$ cat src/rtl/core/psch_pkg.sv
// Shared types and codes for the priority task scheduler.
package psch_pkg;

  // Scheduler action codes as carried in the action field.
  typedef enum logic [2:0] {
    ACT_CREATE = 3'd0,
    ACT_DELETE = 3'd1,
    ACT_DELAY  = 3'd2,
    ACT_TICK   = 3'd3,
    ACT_SWITCH = 3'd4,
    ACT_END    = 3'd5
  } act_t;

  // Sequencer states.
  typedef enum logic [1:0] {
    ST_IDLE,
    ST_SCAN,
    ST_DRAIN,
    ST_EMIT
  } state_t;

  // One result beat before packing.
  typedef struct packed {
    logic [31:0] tick_count;
    logic [4:0]  current_slot;
    logic        any_ready;
    logic [4:0]  ready_slot;
  } result_t;

  localparam int SLOT_FIELD_W = 5;
  localparam int TICKS_FIELD_W = 32;

endpackage

$ cat src/rtl/core/priority_task_scheduler_top.sv
// Each action passes the states SCAN, DRAIN and EMIT; the result register then drives m_tvalid.
// The action is applied in a one-entry-per-cycle walk of the slot table through the memory's read
//   and write ports; a new action is taken only once the previous result has left the EMIT state.
// Reset (rst, sync, active high): idle top slot valid and running, ticks zero,
//   no memory clearing pass; per-entry written flags stand in for it.
// Result register decouples the output; a new beat is taken while a result waits.
module priority_task_scheduler_top #(
  parameter int SLOT_COUNT  = 32,
  parameter int DELAY_WIDTH = 32
) (
  input  logic        clk,
  input  logic        rst,
  input  logic        s_tvalid,
  output logic        s_tready,
  input  logic [39:0] s_tdata,   // action[2:0], slot[7:3], ticks[39:8]
  output logic        m_tvalid,
  input  logic        m_tready,
  output logic [47:0] m_tdata    // ready_slot[4:0], any_ready[5], current_slot[10:6],
                                 // tick_count[42:11], zero pad [47:43]
);

  // slot index width; a word holds valid, delayed and the delay count
  localparam int IDX_W  = (SLOT_COUNT > 1) ? $clog2(SLOT_COUNT) : 1;
  localparam int WORD_W = DELAY_WIDTH + 2;

  logic              rd_en, wr_en;
  logic [IDX_W-1:0]  rd_addr, wr_addr;
  logic [WORD_W-1:0] rd_data, wr_data;
  logic              res_valid, res_ready;
  psch_pkg::result_t res;

  psch_slot_mem #(
    .DEPTH (SLOT_COUNT),
    .AW    (IDX_W),
    .DW    (WORD_W)
  ) u_mem (
    .clk     (clk),
    .rst     (rst),
    .rd_en   (rd_en),
    .rd_addr (rd_addr),
    .rd_data (rd_data),
    .wr_en   (wr_en),
    .wr_addr (wr_addr),
    .wr_data (wr_data)
  );

  psch_seq #(
    .SLOT_COUNT  (SLOT_COUNT),
    .DELAY_WIDTH (DELAY_WIDTH),
    .IDX_W       (IDX_W),
    .WORD_W      (WORD_W)
  ) u_seq (
    .clk       (clk),
    .rst       (rst),
    .in_valid  (s_tvalid),
    .in_ready  (s_tready),
    .in_action (s_tdata[2:0]),
    .in_slot   (s_tdata[7:3]),
    .in_ticks  (s_tdata[39:8]),
    .res_valid (res_valid),
    .res_ready (res_ready),
    .res       (res),
    .rd_en     (rd_en),
    .rd_addr   (rd_addr),
    .rd_data   (rd_data),
    .wr_en     (wr_en),
    .wr_addr   (wr_addr),
    .wr_data   (wr_data)
  );

  // output register: load when empty or being drained this cycle
  assign res_ready = !m_tvalid || m_tready;

  always_ff @(posedge clk) begin
    if (rst) begin
      m_tvalid <= 1'b0;
    end else if (res_valid && res_ready) begin
      m_tvalid <= 1'b1;
    end else if (m_tready) begin
      m_tvalid <= 1'b0;
    end
  end

  always_ff @(posedge clk) begin
    if (res_valid && res_ready) begin
      m_tdata <= {5'b00000, res.tick_count, res.current_slot, res.any_ready, res.ready_slot};
    end
  end

`ifndef NO_ASSERTIONS
  // one action at a time: the input closes for the scan after each beat
  a_busy_after_accept: assert property (@(posedge clk) disable iff (rst)
    (s_tvalid && s_tready) |=> !s_tready)
    else $error("input taken during a scan");

  // an empty ready set reports slot zero
  a_none_ready_zero: assert property (@(posedge clk) disable iff (rst)
    (m_tvalid && !m_tdata[5]) |-> (m_tdata[4:0] == 5'd0))
    else $error("ready_slot nonzero with no ready slot");

  // the block is idle right after reset
  a_idle_after_reset: assert property (@(posedge clk)
    rst |=> (s_tready && !m_tvalid))
    else $error("not idle after reset");
`endif

endmodule

$ cat src/rtl/core/psch_slot_mem.sv
// Slot table memory: registered synchronous read, per-entry written flags for reset.
module psch_slot_mem #(
  parameter int DEPTH = 32,
  parameter int AW    = 5,
  parameter int DW    = 34
) (
  input  logic          clk,
  input  logic          rst,
  input  logic          rd_en,
  input  logic [AW-1:0] rd_addr,
  output logic [DW-1:0] rd_data,
  input  logic          wr_en,
  input  logic [AW-1:0] wr_addr,
  input  logic [DW-1:0] wr_data
);

  localparam logic [AW-1:0] TopAddr = AW'(DEPTH - 1);

  logic [DW-1:0]    mem [DEPTH];
  logic [DEPTH-1:0] written;
  logic [DW-1:0]    rd_word;
  logic             rd_written;
  logic [AW-1:0]    rd_addr_q;

  always_ff @(posedge clk) begin
    if (wr_en) begin
      mem[wr_addr] <= wr_data;
    end
    if (rd_en) begin
      rd_word   <= mem[rd_addr];
      rd_addr_q <= rd_addr;
    end
  end

  // unwritten entries read as reset value: only the idle slot valid
  always_ff @(posedge clk) begin
    if (rst) begin
      written    <= '0;
      rd_written <= 1'b0;
    end else begin
      if (rd_en) begin
        rd_written <= written[rd_addr];
      end
      if (wr_en) begin
        written[wr_addr] <= 1'b1;
      end
    end
  end

  always_comb begin
    if (rd_written) begin
      rd_data = rd_word;
    end else begin
      rd_data = {(rd_addr_q == TopAddr), 1'b0, (DW - 2)'(0)};
    end
  end

endmodule

$ cat src/rtl/core/psch_seq.sv
// Scan sequencer: walks every slot, applies the action, tracks the first ready slot.
module psch_seq #(
  parameter int SLOT_COUNT  = 32,
  parameter int DELAY_WIDTH = 32,
  parameter int IDX_W       = 5,
  parameter int WORD_W      = 34
) (
  input  logic                clk,
  input  logic                rst,
  input  logic                in_valid,
  output logic                in_ready,
  input  logic [2:0]          in_action,
  input  logic [4:0]          in_slot,
  input  logic [31:0]         in_ticks,
  output logic                res_valid,
  input  logic                res_ready,
  output psch_pkg::result_t   res,
  output logic                rd_en,
  output logic [IDX_W-1:0]    rd_addr,
  input  logic [WORD_W-1:0]   rd_data,
  output logic                wr_en,
  output logic [IDX_W-1:0]    wr_addr,
  output logic [WORD_W-1:0]   wr_data
);

  localparam logic [IDX_W-1:0] LastIdx = IDX_W'(SLOT_COUNT - 1);

  psch_pkg::state_t state, state_next;
  psch_pkg::act_t   act;
  logic [4:0]             slot_q;
  logic [DELAY_WIDTH-1:0] ticks_q;
  logic [IDX_W-1:0]       rd_idx;
  logic                   proc_valid;
  logic [IDX_W-1:0]       proc_idx;
  logic                   found_any;
  logic [IDX_W-1:0]       found_idx;
  logic [IDX_W-1:0]       running, running_next;
  logic [31:0]            tick_cnt, tick_next;

  logic                   e_valid, e_delayed;
  logic [DELAY_WIDTH-1:0] e_left;
  logic                   slot_hit, cur_hit, e_ready;
  logic [6:0]             found_wide, run_wide;

  always_ff @(posedge clk) begin
    if (rst) begin
      state <= psch_pkg::ST_IDLE;
    end else begin
      state <= state_next;
    end
  end

  always_comb begin
    state_next = state;
    in_ready   = 1'b0;
    rd_en      = 1'b0;
    res_valid  = 1'b0;
    case (state)
      psch_pkg::ST_IDLE: begin
        in_ready = 1'b1;
        if (in_valid) state_next = psch_pkg::ST_SCAN;
      end
      psch_pkg::ST_SCAN: begin
        rd_en = 1'b1;
        if (rd_idx == LastIdx) state_next = psch_pkg::ST_DRAIN;
      end
      psch_pkg::ST_DRAIN: begin
        state_next = psch_pkg::ST_EMIT;
      end
      psch_pkg::ST_EMIT: begin
        res_valid = 1'b1;
        if (res_ready) state_next = psch_pkg::ST_IDLE;
      end
      default: state_next = psch_pkg::ST_IDLE;
    endcase
  end

  assign rd_addr = rd_idx;

  // read-modify-write of the entry returned this cycle
  always_comb begin
    e_valid   = rd_data[WORD_W-1];
    e_delayed = rd_data[WORD_W-2];
    e_left    = rd_data[DELAY_WIDTH-1:0];
    slot_hit  = ({2'b00, slot_q} < 7'(SLOT_COUNT)) && ({2'b00, slot_q} == 7'(proc_idx));
    cur_hit   = (proc_idx == running);
    case (act)
      psch_pkg::ACT_CREATE: begin
        if (slot_hit) begin
          e_valid   = 1'b1;
          e_delayed = 1'b0;
          e_left    = '0;
        end
      end
      psch_pkg::ACT_DELETE: begin
        if (slot_hit) e_valid = 1'b0;
      end
      psch_pkg::ACT_DELAY: begin
        if (cur_hit) begin
          e_left    = ticks_q;
          e_delayed = (ticks_q != '0);
        end
      end
      psch_pkg::ACT_TICK: begin
        if (e_valid && e_delayed) begin
          if (e_left != '0) e_left = e_left - DELAY_WIDTH'(1);
          if (e_left == '0) e_delayed = 1'b0;
        end
      end
      psch_pkg::ACT_END: begin
        if (cur_hit) e_valid = 1'b0;
      end
      default: ;
    endcase
    e_ready = e_valid && !e_delayed;
  end

  assign wr_en   = proc_valid;
  assign wr_addr = proc_idx;
  assign wr_data = {e_valid, e_delayed, e_left};

  always_ff @(posedge clk) begin
    if (rst) begin
      proc_valid <= 1'b0;
      running    <= LastIdx;
      tick_cnt   <= '0;
      found_any  <= 1'b0;
    end else begin
      proc_valid <= rd_en;
      if (state == psch_pkg::ST_IDLE && in_valid) begin
        found_any <= 1'b0;
      end else if (proc_valid && e_ready && !found_any) begin
        found_any <= 1'b1;
      end
      if (res_valid && res_ready) begin
        running  <= running_next;
        tick_cnt <= tick_next;
      end
    end
  end

  always_ff @(posedge clk) begin
    proc_idx <= rd_idx;
    if (state == psch_pkg::ST_IDLE && in_valid) begin
      act       <= psch_pkg::act_t'(in_action);
      slot_q    <= in_slot;
      ticks_q   <= in_ticks[DELAY_WIDTH-1:0];
      rd_idx    <= '0;
      found_idx <= '0;
    end else begin
      if (state == psch_pkg::ST_SCAN) rd_idx <= rd_idx + IDX_W'(1);
      if (proc_valid && e_ready && !found_any) found_idx <= proc_idx;
    end
  end

  always_comb begin
    running_next = running;
    if (found_any && (act == psch_pkg::ACT_DELAY || act == psch_pkg::ACT_SWITCH ||
                      act == psch_pkg::ACT_END)) begin
      running_next = found_idx;
    end
    tick_next = (act == psch_pkg::ACT_TICK) ? tick_cnt + 32'd1 : tick_cnt;
    found_wide = 7'(found_idx);
    run_wide   = 7'(running_next);
    res.ready_slot   = found_wide[4:0];
    res.any_ready    = found_any;
    res.current_slot = run_wide[4:0];
    res.tick_count   = tick_next;
  end

endmodule
$ cat config.mk
export PLATFORM = sky130hd
export DESIGN_NAME = priority_task_scheduler_top
export DESIGN_NICKNAME = d
export VERILOG_FILES = /design/src/rtl/core/psch_pkg.sv /design/src/rtl/core/priority_task_scheduler_top.sv /design/src/rtl/core/psch_slot_mem.sv /design/src/rtl/core/psch_seq.sv
export SDC_FILE = /design/constraint.sdc
export NUM_CORES = 2
export LEC_CHECK = 0
export BUFFER_PORTS_ARGS = -buffer_cell sky130_fd_sc_hd__buf_4
export CORE_MARGIN = 2
export CORE_UTILIZATION = 31
export CTS_CLUSTER_SIZE = 24
export DETAILED_ROUTE_END_ITERATION = 16
export MAX_ROUTING_LAYER = met4
export PLACE_DENSITY = 0.44
export SYNTH_ARGS = -nofsm -noshare
export SYNTH_HDL_FRONTEND = slang
export SYNTH_SLANG_ARGS = --single-unit
$ cat constraint.sdc
create_clock -name clk -period 3.8 [get_ports clk]
set_input_delay 0.76 -clock clk [delete_from_list [all_inputs] [get_ports clk]]
set_output_delay 0.76 -clock clk [all_outputs]
set_load 0.02 [all_outputs]
==> impl_metrics.xml <==
<?xml version="1.0" encoding="UTF-8"?>
<metrics>
  <group name="status">
    <metric name="run_status" unit="">completed</metric>
  </group>
  <group name="sta">
    <metric name="setup_total_negative_slack" unit="ns">0</metric>
    <metric name="final-setup-viol-count" unit="">0</metric>
    <metric name="finalHoldViolations" unit="">0</metric>
    <metric name="max_freq" unit="MHz">276</metric>
    <metric name="timing_max_transition_violations_final" unit="">0</metric>
    <metric name="worst_hold_slack" unit="ns">0.140</metric>
    <metric name="fin_skew" unit="ns">0.0416</metric>
    <metric name="slew_headroom" unit="">0.214</metric>
    <metric name="worst_slew_pin_slew" unit="ns">1.18</metric>
    <metric name="rsz0062_at_grt" unit="">no</metric>
    <metric name="post-route-min-period" unit="ns">3.62</metric>
    <metric name="finalWorstSetupSlack" unit="ns">0.183</metric>
    <metric name="layout_worst_path_cycle_share" unit="">0.952</metric>
  </group>
  <group name="logic_synthesis">
    <metric name="synthesis.area" unit="mm²">0.0513</metric>
    <metric name="synthDominantCellAreaShare" unit="">0.709</metric>
    <metric name="ys_seq_elements" unit="">1300</metric>
    <metric name="syn_inst" unit="">2568</metric>
    <metric name="syn-mean-instance-area" unit="µm²">20.0</metric>
    <metric name="yosysSeqAreaShare" unit="">0.744</metric>
    <metric name="ys_warn_count" unit="">0</metric>
    <metric name="synth_area_leaders" unit="">edfxtp_1 (71%), mux4_2 (15%), dfxtp_1 (3.5%)</metric>
    <metric name="post_synth_num_cell_types" unit="">75</metric>
    <metric name="synth_top_area_cell" unit="">edfxtp_1</metric>
    <metric name="synthArstFlopShare" unit="">0</metric>
    <metric name="dominantRegCellSynth" unit="">edfxtp_1</metric>
    <metric name="count_of_flip_flops_with_a_built_in_enable_after_synthesis" unit="">1210</metric>
  </group>
  <group name="min_path">
    <metric name="min-delay-start" unit="">s_tdata[20]</metric>
    <metric name="min_to" unit="">u_seq.ticks_q[12]</metric>
    <metric name="hold_path_depth" unit="">1</metric>
    <metric name="min_path_type" unit="">in2reg</metric>
  </group>
  <group name="flow_run">
    <metric name="maxCapViolations" unit="">0</metric>
  </group>
  <group name="drt">
    <metric name="dr.pass1.iters" unit="">6</metric>
    <metric name="first_iter_violations" unit="">2750</metric>
    <metric name="post_drt_via_cell_ratio" unit="">5.25</metric>
    <metric name="drtAntennaViolNets" unit="">0</metric>
    <metric name="drc" unit="">0</metric>
    <metric name="routedWlPerCell" unit="µm">30.0</metric>
    <metric name="wirelength" unit="µm">153000</metric>
    <metric name="vias" unit="">26700</metric>
  </group>
  <group name="clocking">
    <metric name="cts-root-buf" unit="">clkbuf_16</metric>
    <metric name="clock_tree_from_tritoncts" unit="">done</metric>
    <metric name="cts-root-to-sink-buffers" unit="">3</metric>
    <metric name="clock_sinks" unit="">1300</metric>
    <metric name="cts-buffers-inserted" unit="">145</metric>
    <metric name="clock_pin_slew_on_the_worst_setup_and_hold_paths" unit="ns">0.07</metric>
    <metric name="cts.repair_timing.setup_buffer_count" unit="">0</metric>
    <metric name="htree_num_levels" unit="">4</metric>
    <metric name="worst_skew_pair.late_latency" unit="ns">0.81</metric>
  </group>
  <group name="power">
    <metric name="post-layout-total-power" unit="mW">40.2</metric>
    <metric name="leakage" unit="nW">18.8</metric>
    <metric name="irDropWorstVdd" unit="mV">0.461</metric>
    <metric name="cellPowerDensity" unit="mW/mm²">664</metric>
  </group>
  <group name="global_routing">
    <metric name="grt_usage" unit="">0.186</metric>
    <metric name="grt.met1_usage" unit="">0.248</metric>
    <metric name="largest_net_degree_at_the_start_of_global_routing" unit="">80</metric>
    <metric name="grt_remaining_overflow" unit="">0</metric>
    <metric name="groute.layer.met3.usage" unit="">0.0280</metric>
    <metric name="grtUsageMet2" unit="">0.296</metric>
    <metric name="grt_pass1_wl" unit="µm">212000</metric>
    <metric name="grt_antenna_before_repair" unit="">3</metric>
    <metric name="via_count_of_the_first_global_routing_pass" unit="">27000</metric>
    <metric name="grt_most_used_layer" unit="">met2</metric>
  </group>
  <group name="placement">
    <metric name="dpl_worst_slack" unit="ns">0.0839</metric>
    <metric name="globalplace.congestion" unit="">0.895</metric>
    <metric name="port_buffers" unit="">88</metric>
    <metric name="place_hpwl" unit="µm">86300</metric>
  </group>
  <group name="cells_and_area">
    <metric name="share_of_final_layout_standard_cells_stronger_than_drive_strength_1" unit="">0.302</metric>
    <metric name="final.fill_count" unit="">15000</metric>
    <metric name="area_delta_synth_final" unit="%">18.1</metric>
    <metric name="fin_nets" unit="">2837</metric>
  </group>
  <group name="worst_setup_path">
    <metric name="required" unit="ns">4.21</metric>
    <metric name="worst-path-max-fanout" unit="">32</metric>
    <metric name="crit_arrival" unit="ns">4.02</metric>
    <metric name="setup.worst_path.start_class" unit="">flip-flop</metric>
    <metric name="crit-reg2reg-launch" unit="">u_mem.rd_word[15]</metric>
    <metric name="reg2regPathDepth" unit="">6</metric>
    <metric name="ws_path_type" unit="">reg2reg</metric>
    <metric name="timing.rr.end" unit="">u_mem.mem[16][25]</metric>
    <metric name="r2r_slack" unit="ns">0.18</metric>
    <metric name="critical_path.endpoint_type" unit="">flip-flop</metric>
  </group>
  <group name="floorplanning">
    <metric name="design.die.area" unit="mm²">0.169</metric>
    <metric name="start_util" unit="">0.312</metric>
    <metric name="core" unit="mm²">0.165</metric>
    <metric name="dieHeight" unit="µm">411</metric>
    <metric name="io_pins" unit="">94</metric>
    <metric name="floorplan.die.width" unit="µm">411</metric>
    <metric name="rows" unit="">149</metric>
  </group>
</metrics>
[critical path, stage by stage (launching register included)]
cell and delay (ns):
edfxtp_1 0.50, or4_4 0.61, or3_4 0.37, o21ai_4 0.25
a32oi_1 0.13, a211oi_1 0.40, a221o_1 0.96
[synth_stat cells, types with 25 or more instances]
master,n
nand3_1,32
buf_1,28
mux2_2,40
a21oi_1,42
nor3_1,25
nand2_1,95
mux4_2,344
clkbuf_1,97
xnor2_1,31
edfxtp_1,1210
nor2_1,172
o21ai_0,50
xor2_1,36
dfxtp_1,90
[layout make-up]
| class | instances | area [µm²] | area share |
|---|---|---|---|
| Clock inverter | 92 | 1050 | 0.0174 |
| Antenna cell | 1 | 2.50 | 0.0000413 |
| Inverter | 12 | 50.0 | 0.000826 |
| Sequential cell | 1300 | 38200 | 0.630 |
| Multi-Input combinational cell | 1114 | 12800 | 0.212 |
| Clock buffer | 173 | 3770 | 0.0623 |
| Tap cell | 2189 | 2740 | 0.0452 |
| Timing Repair Buffer | 213 | 1990 | 0.0328 |
[report_power, final]
| group | switching [mW] | internal [mW] | total, mW |
|---|---|---|---|
| Combinational | 4.69 | 3.53 | 8.22 |
| Sequential | 0.669 | 17.2 | 17.9 |
| Clock | 5.93 | 8.15 | 14.1 |
| Total | 11.3 | 28.9 | 40.2 |
[how the worst max path moves through the flow]
stage	startpoint	to	slack, ns	cells after the start
final	u_mem.rd_word[15]	u_mem.mem[16][25]	0.18	6
after global routing	u_mem.rd_word[15]	u_mem.mem[16][25]	0.04	6
after CTS	u_mem.rd_word[15]	u_mem.mem[5][24]	0.04	7
after detailed placement	u_mem.rd_word[15]	u_mem.mem[13][24]	0.08	7
after global placement	u_mem.rd_word[15]	u_mem.mem[0][24]	0.21	7
after floorplan	u_mem.rd_word[15]	u_mem.mem[0][23]	0.01	8
[per-layer routing]
layer,vias to the layer above,share of wire
met5,-,0
met4,0,0.026
met3,243,0.051
met2,884,0.48
met1,14500,0.44
li1,11100,-
[registers in the layout, summed over array words and instances (netlist names), 2 cells and up]
signal	cells
u_seq.tick_cnt	32
u_seq.act	3
u_mem.written	32
u_mem.rd_addr_q	5
u_seq.wr_addr	5
u_seq.state	2
u_seq.slot_q	5
u_mem.rd_word	34
u_seq.found_idx	5
u_mem.mem	1088
m_tdata	43
u_seq.ticks_q	32
u_seq.rd_addr	5
u_seq.running	5
[cell usage in the layout (no fill, tap or decap), types with 6 or more instances in the layout]
| cell | instances |
|---|---|
| inv_1 | 8 |
| edfxtp_1 | 1210 |
| xnor2_1 | 31 |
| nand3b_1 | 11 |
| nand2b_1 | 6 |
| a211oi_1 | 6 |
| clkbuf_1 | 24 |
| and3_1 | 7 |
| nand2_1 | 95 |
| clkinv_2 | 23 |
| nand4_1 | 16 |
| nor2_1 | 140 |
| a32oi_1 | 10 |
| nor4_1 | 13 |
| buf_4 | 182 |
| xor2_1 | 36 |
| a221o_1 | 10 |
| o211ai_1 | 8 |
| ha_1 | 6 |
| a21oi_1 | 42 |
| o21ai_1 | 10 |
| o221ai_1 | 6 |
| clkinv_1 | 34 |
| dfxtp_1 | 85 |
| a22oi_1 | 10 |
| nor2_4 | 32 |
| mux2i_1 | 17 |
| bufinv_16 | 14 |
| buf_12 | 31 |
| nor2b_1 | 6 |
| mux4_2 | 344 |
| clkinv_16 | 8 |
| or3_1 | 16 |
| mux2_2 | 40 |
| a31oi_1 | 8 |
| nand3_1 | 32 |
| o21ai_0 | 38 |
| clkbuf_16 | 145 |
| nor3_1 | 24 |
[through the flow]
step                area (µm²)  cells   util
floorplan                51300   2572      -
global placement         55700   4828  0.339
detailed placement       55700   4828  0.339
CTS                      60600   5093  0.368
global route             60600   5093  0.368
finish                   60600   5094  0.368
[cell families (layout without fill, tap and decap cells)]
kind of cell,after synthesis,in the layout,synth area share
flops,1300,1300,0.744
simple gates,437,437,0.0413
mux,401,401,0.163
compound gates,197,197,0.0263
buf+inv,158,490,0.0123
xor+xnor,67,67,0.0114
fa+ha+maj,7,7,0.00171
other cells,1,6,0.0000731
[what timing repair did]
| item | CTS | global route |
|---|---|---|
| resized for setup | 0 | 4 |
| hold buffers | 0 | 0 |
| endpoints found under the setup margin | 0 | 128 |
(Power assumes the default switching activity.)
